`config.mk`:
```
export PLATFORM = sky130hd
export DESIGN_NAME = galloping_binary_search_controller
export DESIGN_NICKNAME = d
export VERILOG_FILES = /design/src/gbs_pkg.sv /design/src/gbs_step.sv /design/src/galloping_binary_search_controller.sv
export SDC_FILE = /design/constraint.sdc
export NUM_CORES = 1
export LEC_CHECK = 0
export ABC_AREA = 1
export BUFFER_PORTS_ARGS = -buffer_cell sky130_fd_sc_hd__buf_2
export CORE_MARGIN = 4
export CORE_UTILIZATION = 45
export CTS_CLUSTER_SIZE = 25
export DETAILED_ROUTE_END_ITERATION = 16
export HOLD_SLACK_MARGIN = 0.15
export MAX_ROUTING_LAYER = met4
export PLACE_DENSITY = 0.71
export SETUP_SLACK_MARGIN = 0.2
export SYNTH_ARGS = -nofsm -noshare
export SYNTH_HDL_FRONTEND = slang
export SYNTH_HIERARCHICAL = 1
export SYNTH_SLANG_ARGS = --single-unit
```
`constraint.sdc`:
```
create_clock -name clk_i -period 4.48 [get_ports clk_i]
set_input_delay 0.448 -clock clk_i [delete_from_list [all_inputs] [get_ports clk_i]]
set_output_delay 0.448 -clock clk_i [all_outputs]
set_load 0.01 [all_outputs]
```
`src/gbs_pkg.sv`:
```
package gbs_pkg;

  localparam int VALUE_WIDTH_DEF = 32;
  localparam int COUNT_WIDTH     = 7;
  localparam int CFG_IDX_WIDTH   = 1;

  localparam logic [COUNT_WIDTH-1:0] COUNT_MAX = 7'd127;

  // search phase codes
  localparam logic [1:0] PH_IDLE   = 2'd0;
  localparam logic [1:0] PH_GALLOP = 2'd1;
  localparam logic [1:0] PH_BISECT = 2'd2;

  // result status codes
  localparam logic [1:0] ST_PROBE      = 2'd0;
  localparam logic [1:0] ST_FOUND      = 2'd1;
  localparam logic [1:0] ST_IMPOSSIBLE = 2'd2;
  localparam logic [1:0] ST_IGNORED    = 2'd3;

  // input function codes
  localparam logic FN_START  = 1'b0;
  localparam logic FN_ANSWER = 1'b1;

  // oracle answer codes
  localparam logic [1:0] ANS_GREATER = 2'd0;
  localparam logic [1:0] ANS_LESS    = 2'd1;

  // configuration register indexes
  localparam logic [CFG_IDX_WIDTH-1:0] REG_RANGE_LOW  = 1'd0;
  localparam logic [CFG_IDX_WIDTH-1:0] REG_RANGE_HIGH = 1'd1;

  typedef struct packed {
    logic [1:0]             phase;
    logic [COUNT_WIDTH-1:0] count;
  } gbs_ctl_t;

endpackage

```
`src/gbs_step.sv`:
```
module gbs_step #(
  parameter int VALUE_WIDTH = gbs_pkg::VALUE_WIDTH_DEF
) (
  input  logic                   func_i,
  input  logic [1:0]             answer_i,
  input  gbs_pkg::gbs_ctl_t      ctl_i,
  input  logic [VALUE_WIDTH-1:0] lower_i,
  input  logic [VALUE_WIDTH-1:0] upper_i,
  input  logic [VALUE_WIDTH:0]   stride_i,
  input  logic [VALUE_WIDTH-1:0] probe_i,
  input  logic [VALUE_WIDTH-1:0] range_low_i,
  input  logic [VALUE_WIDTH-1:0] range_high_i,
  output gbs_pkg::gbs_ctl_t      ctl_o,
  output logic [VALUE_WIDTH-1:0] lower_o,
  output logic [VALUE_WIDTH-1:0] upper_o,
  output logic [VALUE_WIDTH:0]   stride_o,
  output logic [VALUE_WIDTH-1:0] probe_o,
  output logic [VALUE_WIDTH-1:0] query_value_o,
  output logic [1:0]             status_o
);

  localparam int W = VALUE_WIDTH;
  localparam logic [W-1:0] VAL_MAX = {1'b0, {(W-1){1'b1}}};

  logic [W-1:0]   first_probe;
  logic [W:0]     stride_dbl;
  logic [W+1:0]   gallop_sum;
  logic           gallop_below;
  logic [W-1:0]   gallop_probe;
  logic [W-1:0]   lb_b;
  logic [W-1:0]   ub_b;
  logic [W:0]     bound_diff;
  logic [W:0]     bound_sum;
  logic           adjacent;
  logic [W-1:0]   mid;
  logic [gbs_pkg::COUNT_WIDTH-1:0] count_inc;

  assign first_probe = (range_low_i == VAL_MAX) ? VAL_MAX : range_low_i + {{(W-1){1'b0}}, 1'b1};
  // stride is a power of two that sticks once it reaches 2^W
  assign stride_dbl  = stride_i[W] ? stride_i : {stride_i[W-1:0], 1'b0};
  assign gallop_sum  = {{2{range_low_i[W-1]}}, range_low_i} + {1'b0, stride_dbl};
  assign gallop_below = $signed(gallop_sum) < $signed({{2{range_high_i[W-1]}}, range_high_i});
  assign gallop_probe = gallop_below ? gallop_sum[W-1:0] : range_high_i;

  always_comb begin
    if (ctl_i.phase == gbs_pkg::PH_GALLOP) begin
      lb_b = lower_i;
      ub_b = probe_i;
    end else if (answer_i == gbs_pkg::ANS_GREATER) begin
      lb_b = probe_i;
      ub_b = upper_i;
    end else begin
      lb_b = lower_i;
      ub_b = probe_i;
    end
  end

  assign bound_diff = {lb_b[W-1], lb_b} - {ub_b[W-1], ub_b};
  assign bound_sum  = {lb_b[W-1], lb_b} + {ub_b[W-1], ub_b};
  assign adjacent   = (bound_diff == '0) || (bound_diff == {{W{1'b0}}, 1'b1})
                      || (bound_diff == '1);
  // arithmetic shift gives the floor midpoint
  assign mid        = bound_sum[W:1];
  assign count_inc  = (ctl_i.count == gbs_pkg::COUNT_MAX) ? ctl_i.count
                      : ctl_i.count + 1'b1;

  always_comb begin
    ctl_o         = ctl_i;
    lower_o       = lower_i;
    upper_o       = upper_i;
    stride_o      = stride_i;
    probe_o       = probe_i;
    query_value_o = '0;
    status_o      = gbs_pkg::ST_IGNORED;
    if (func_i == gbs_pkg::FN_START) begin
      lower_o       = range_low_i;
      upper_o       = range_high_i;
      stride_o      = {{W{1'b0}}, 1'b1};
      probe_o       = first_probe;
      ctl_o.count   = {{(gbs_pkg::COUNT_WIDTH-1){1'b0}}, 1'b1};
      ctl_o.phase   = gbs_pkg::PH_GALLOP;
      query_value_o = first_probe;
      status_o      = gbs_pkg::ST_PROBE;
    end else if (ctl_i.phase != gbs_pkg::PH_GALLOP && ctl_i.phase != gbs_pkg::PH_BISECT) begin
      ctl_o.phase = gbs_pkg::PH_IDLE;
    end else if (answer_i[1]) begin
      // code three counts as in range too
      ctl_o.phase   = gbs_pkg::PH_IDLE;
      query_value_o = probe_i;
      status_o      = gbs_pkg::ST_FOUND;
    end else if (ctl_i.phase == gbs_pkg::PH_GALLOP && answer_i == gbs_pkg::ANS_GREATER) begin
      if (probe_i == range_high_i) begin
        ctl_o.phase = gbs_pkg::PH_IDLE;
        status_o    = gbs_pkg::ST_IMPOSSIBLE;
      end else begin
        lower_o       = probe_i;
        stride_o      = stride_dbl;
        probe_o       = gallop_probe;
        ctl_o.count   = count_inc;
        query_value_o = gallop_probe;
        status_o      = gbs_pkg::ST_PROBE;
      end
    end else begin
      lower_o     = lb_b;
      upper_o     = ub_b;
      ctl_o.phase = gbs_pkg::PH_BISECT;
      if (adjacent) begin
        ctl_o.phase = gbs_pkg::PH_IDLE;
        status_o    = gbs_pkg::ST_IMPOSSIBLE;
      end else begin
        probe_o       = mid;
        ctl_o.count   = count_inc;
        query_value_o = mid;
        status_o      = gbs_pkg::ST_PROBE;
      end
    end
  end

endmodule

```
`src/galloping_binary_search_controller.sv`:
```
// galloping search controller: drives an exponential-then-bisection search
// against an outside oracle, one result beat per input beat.
// input channel (in_valid_i / in_stall_o): func_i = start or answer,
// answer_i = oracle reply to the last probe.
// output channel (out_valid_o / out_stall_i): query_value_o, status_o
// (probing, found, impossible, ignored) and step_count_o.
// config channel (cfg_valid_i / cfg_ready_o): cfg_index_i selects
// range_low or range_high, cfg_data_i is the value; always ready, write
// only while no search beat is in flight.
// path: a beat taken into the input register passes the step logic and its
// result is registered in the output register, from which it is taken.
// throughput: one beat per cycle while out_stall_i is low; the search
// state does one add/compare/shift pass between input and output register.
// reset: no beats held, phase idle, bounds, stride, count and range zero.
// stall: while out_stall_i holds a result, one more input beat is taken
// into the input register, then in_stall_o rises until the output drains.
module galloping_binary_search_controller #(
  parameter int VALUE_WIDTH = gbs_pkg::VALUE_WIDTH_DEF
) (
  input  logic                              clk_i,
  input  logic                              rst_ni,
  input  logic                              in_valid_i,
  output logic                              in_stall_o,
  input  logic                              func_i,
  input  logic [1:0]                        answer_i,
  output logic                              out_valid_o,
  input  logic                              out_stall_i,
  output logic [VALUE_WIDTH-1:0]            query_value_o,
  output logic [1:0]                        status_o,
  output logic [gbs_pkg::COUNT_WIDTH-1:0]   step_count_o,
  input  logic                              cfg_valid_i,
  output logic                              cfg_ready_o,
  input  logic [gbs_pkg::CFG_IDX_WIDTH-1:0] cfg_index_i,
  input  logic [VALUE_WIDTH-1:0]            cfg_data_i
);

  localparam int W = VALUE_WIDTH;

  logic              in_v_q;
  logic              func_q;
  logic [1:0]        answer_q;
  logic              out_v_q;
  logic [W-1:0]      value_q;
  logic [1:0]        status_q;
  logic [gbs_pkg::COUNT_WIDTH-1:0] count_out_q;

  gbs_pkg::gbs_ctl_t ctl_q, ctl_d;
  logic [W-1:0]      lower_q, lower_d;
  logic [W-1:0]      upper_q, upper_d;
  logic [W:0]        stride_q, stride_d;
  logic [W-1:0]      probe_q, probe_d;
  logic [W-1:0]      range_low_q;
  logic [W-1:0]      range_high_q;
  logic [W-1:0]      value_d;
  logic [1:0]        status_d;

  logic res_ready;
  logic advance;
  logic in_accept;

  assign res_ready  = !out_v_q || !out_stall_i;
  assign advance    = in_v_q && res_ready;
  assign in_stall_o = in_v_q && !res_ready;
  assign in_accept  = in_valid_i && !in_stall_o;

  gbs_step #(
    .VALUE_WIDTH(VALUE_WIDTH)
  ) u_step (
    .func_i        (func_q),
    .answer_i      (answer_q),
    .ctl_i         (ctl_q),
    .lower_i       (lower_q),
    .upper_i       (upper_q),
    .stride_i      (stride_q),
    .probe_i       (probe_q),
    .range_low_i   (range_low_q),
    .range_high_i  (range_high_q),
    .ctl_o         (ctl_d),
    .lower_o       (lower_d),
    .upper_o       (upper_d),
    .stride_o      (stride_d),
    .probe_o       (probe_d),
    .query_value_o (value_d),
    .status_o      (status_d)
  );

  always_ff @(posedge clk_i or negedge rst_ni) begin
    if (!rst_ni) begin
      in_v_q       <= 1'b0;
      out_v_q      <= 1'b0;
      ctl_q        <= '{phase: gbs_pkg::PH_IDLE, count: '0};
      lower_q      <= '0;
      upper_q      <= '0;
      stride_q     <= '0;
      probe_q      <= '0;
      range_low_q  <= '0;
      range_high_q <= '0;
    end else begin
      if (in_accept) begin
        in_v_q <= 1'b1;
      end else if (advance) begin
        in_v_q <= 1'b0;
      end
      if (advance) begin
        out_v_q  <= 1'b1;
        ctl_q    <= ctl_d;
        lower_q  <= lower_d;
        upper_q  <= upper_d;
        stride_q <= stride_d;
        probe_q  <= probe_d;
      end else if (!out_stall_i) begin
        out_v_q <= 1'b0;
      end
      if (cfg_valid_i) begin
        unique case (cfg_index_i)
          gbs_pkg::REG_RANGE_LOW:  range_low_q  <= cfg_data_i;
          gbs_pkg::REG_RANGE_HIGH: range_high_q <= cfg_data_i;
          default: ;
        endcase
      end
    end
  end

  // payload registers
  always_ff @(posedge clk_i) begin
    if (in_accept) begin
      func_q   <= func_i;
      answer_q <= answer_i;
    end
    if (advance) begin
      value_q     <= value_d;
      status_q    <= status_d;
      count_out_q <= ctl_d.count;
    end
  end

  assign cfg_ready_o   = 1'b1;
  assign out_valid_o   = out_v_q;
  assign query_value_o = value_q;
  assign status_o      = status_q;
  assign step_count_o  = count_out_q;

endmodule

```
==> impl_metrics.json <==
{
  "status": "finished, violations left",
  "violations": "setup timing",
  "path_delay_family": "simple AND/OR/NAND/NOR gates",
  "cts_tree": "yes",
  "start_util_pct": 45.8,
  "dpl.hpwl_mm": 70.6,
  "switchingPower_mw": 7.47,
  "path_buf_inv": 6,
  "first_iter_violations": 3996,
  "slowest_delay_ns": 0.45,
  "drt_pass1_iterations": 7,
  "die_area_um2": 57800,
  "p_leak_nw": 15.7,
  "r2r_setup_slack_ns": -0.30,
  "cts-root-buf": "clkbuf_16",
  "postRouteWirelength_mm": 96.4,
  "die_y_um": 240,
  "ys_seq_elements": 248,
  "max-slew-margin-rel_pct": 20.2,
  "cp.arrival_ns": 5.10,
  "crit_cells": 28,
  "syn_inst": 3945,
  "cts.sinks": 248,
  "num_io_pins": 85,
  "antenna_found_initial": 1,
  "gr-usage-all-layers_pct": 32.4,
  "drv_cap": 0,
  "ant_nets": 0,
  "worst-r2r-cell-count": 28,
  "fin_skew_ns": 0.0154,
  "finalPower_mw": 15.2,
  "period_needed_ns": 4.78,
  "swShare_pct": 49.0,
  "synth_edf_count": 44,
  "routed_wire_length_per_instance_um": 19.3,
  "hold_viol": 0,
  "pwr_density_cell_nw_per_um2": 506,
  "synthFlopType": "dfrtp_1",
  "endpoint_kind": "register",
  "combPwrFrac_pct": 62.9,
  "yosysUniqueCellTypes": 53,
  "viasPerCell": 5.74,
  "path_common_cell": "nand2_1",
  "final-setup-viol-count": 64,
  "hold_path.class": "primary input to async pin",
  "drc_errors": 0,
  "yosysSeqAreaShare_pct": 26.4,
  "htreeDepth": 1,
  "ir_worst_vdd_v": 0.000298,
  "synthesis.area_per_instance_um2": 6.16,
  "port_buffers": 83,
  "synth_fp_nets": 4122,
  "grt_pass1_wl_mm": 144,
  "whs_ns": 0.435,
  "num_rows": 84,
  "vias": 28604,
  "core_um2": 53100,
  "power.share.clock_pct": 16.3,
  "cts_buffers": 29,
  "clk_pin_slew_worst_paths_ns": 0.06,
  "final.setup.worst_slack_ns": -0.301,
  "drv_slew": 0,
  "fmax_mhz": 209,
  "syn_area_um2": 24300,
  "crit_required_ns": 4.79,
  "overflow": 0,
  "routabilityCongestion": 1.01,
  "startpoint_type": "register",
  "internal_power_mw": 7.78,
  "grt_pass1_vias": 25822,
  "async_reset_ff_share_pct": 82.3,
  "rsz0062_at_grt": "true",
  "worst_pin_slew_ns": 1.19,
  "crit_type": "register to register",
  "cts_max_path_buffers": 3,
  "seqPwrFrac_pct": 20.8,
  "fillCellCount": 5083,
  "path_max_fanout": 19,
  "drive_gt1_share_pct": 17.2,
  "ys_warn_count": 6,
  "clock_latency_ns": 0.58,
  "syn_to_final_growth_pct": 23.9,
  "nets": 4447,
  "die_w_um": 240,
  "post-route-period-util_pct": 107,
  "crit_path_top_delay_cell": "dfrtp_2",
  "grt_max_degree": 83
}
stage by stage:
stage | util, % | area (µm²) | setup TNS, ns | std cells | setup WS [ns]
after detailed placement | 51.9 | 27500 | -13.82 | 4869 | -0.277
final | 56.7 | 30100 | -14.10 | 4981 | -0.301
after CTS | 54.7 | 29000 | -7.19 | 4963 | -0.210
after global routing | 56.7 | 30100 | -34.73 | 4981 | -0.576
after floorplan | - | 24400 | 0 | 3945 | 0.162
after global placement | 51.9 | 27500 | -9.11 | 4869 | -0.211
state kept, by name (all words and copies together) (netlist names), 9 cells and up:
register       flops
range_high_q      32
query_value_o     32
lower_q           32
probe_q           32
ctl_q              9
stride_q          33
range_low_q       32
upper_q           32
area by class of cell:
type	count	area (µm²)	share of cell area, %
tap	688	861	2.86
sequential	248	6430	21.4
inverter	447	1680	5.57
antenna	1	2.50	0.00831
clock buffer	41	842	2.80
timing repair buffer	503	3950	13.1
multi-input combinational	3041	16200	53.8
clock inverter	12	144	0.478
placed cells by master (no fill, tap or decap), types with 8 or more instances in the layout:
master and count:
a21oi_2 23, clkbuf_16 34, a31oi_1 23, o22ai_1 23
xnor2_1 18, nor2_2 20, nor2_1 171, ha_2 15
o21ai_2 25, o21bai_1 16, buf_4 358, buf_12 12
nand4_1 26, o21a_1 8, inv_1 425, xor2_1 57
nor4_1 11, nand2_1 1361, a21o_1 10, o21ai_1 66
nand2_4 11, edfxtp_1 44, o21ai_0 194, ha_1 104
dfrtp_1 201, nand2_2 26, o2111ai_1 8, dlygate4sd3_1 37
o21ai_4 11, ha_4 14, nand3_2 18, a22oi_1 29
inv_2 21, nor3_1 22, o211ai_1 79, nand3_1 346
buf_2 82, a21oi_1 240
cell families (layout without fill, tap and decap cells):
kind of cell / Yosys count / count (layout) / synth area share [%]
other: 1 / 2 / 0.0154
AND/OR/NAND/NOR: 2046 / 2046 / 34.6
XOR/XNOR: 81 / 81 / 2.92
flip-flops: 248 / 248 / 26.4
buffers and inverters: 656 / 1003 / 10.9
adder cells (fa/ha/maj): 136 / 136 / 7.09
AO/OA/AOI/OAI: 777 / 777 / 18.1
final timing paths:
check	from	end
min in group clk_i	cfg_valid_i	range_high_q[8]$_DFFE_PN0P_
max in group asynchronous	rst_ni	upper_q[4]$_DFFE_PN0P_
worst min-delay path	rst_ni	range_low_q[23]$_DFFE_PN0P_
worst max-delay path	stride_q[32]$_DFFE_PN0P_	query_value_o[0]$_DFFE_PP_
worst min register to register	range_high_q[3]$_DFFE_PN0P_	range_high_q[3]$_DFFE_PN0P_
worst max register to register	stride_q[32]$_DFFE_PN0P_	query_value_o[0]$_DFFE_PP_
per-layer routing:
metal / routed length [µm] / GRT usage [%] / vias up
met5: 0 / - / -
met4: 5040 / 13.0 / 0
met3: 9670 / 5.47 / 295
met2: 42200 / 49.2 / 1556
met1: 39400 / 43.3 / 13182
li1: - / - / 13571
timing repair:
action	CTS	global route
hold buffers	37	0
resized for setup	50	240
buffers inserted	3	10
pin swaps	40	90
hold endpoints to repair	133	0
cloned	1	7
setup endpoints to repair	80	80
worst register-to-register path, delay by kind of cell, from the launching register on:
kind            cells  cell delay (ns)
compound gates      6             1.06
simple gates       13             1.47
flops               1             0.45
buf+inv             6             0.81
fa+ha+maj           2             0.57
xor+xnor            1             0.17
power by group through the flow:
| stage | clock network (mW) | logic (mW) | registers (mW) |
|---|---|---|---|
| 2_1_floorplan | 0 | 5.61 | 3.06 |
| 3_3_place_gp | 0 | 8.75 | 3.16 |
| 3_5_place_dp | 0 | 8.83 | 3.17 |
| 4_1_cts | 2.51 | 9.00 | 3.13 |
| 5_1_grt | 2.59 | 10.5 | 3.20 |
| 6_report | 2.49 | 9.59 | 3.17 |
synth_stat cells (3+ instances only):
cell type  number  area [µm²]
a21o_1         10        75.1
buf_2          65         325
o21a_1          8        60.1
nand2_1      1390        5220
nand3b_1        6        45.0
nand3_1       363        1820
or2_2           7        43.8
o21ai_0       273        1370
xor2_1         60         526
edfxtp_1       44        1320
a21oi_1       263        1320
buf_4          16         120
nor4_1         11        68.8
o21ai_1        23         115
inv_2           7        26.3
o211ai_1       79         593
fa_1            3        60.1
ha_1          133        1660
buf_1          12        45.0
o21bai_1       17         128
nor2_1        196         736
a22oi_1        29         218
buf_6           7        78.8
o2111ai_1       9        78.8
o22ai_1        23         144
clkbuf_1      109         409
inv_1         439        1650
nor3_1         26         130
xnor2_1        21         184
a31oi_1        27         169
nand4_1        26         163
a211oi_1        3        22.5
dfrtp_1       204        5100
a21boi_0        4        30.0
nand2_2         7        43.8
Power figures use the tool's default switching activity.
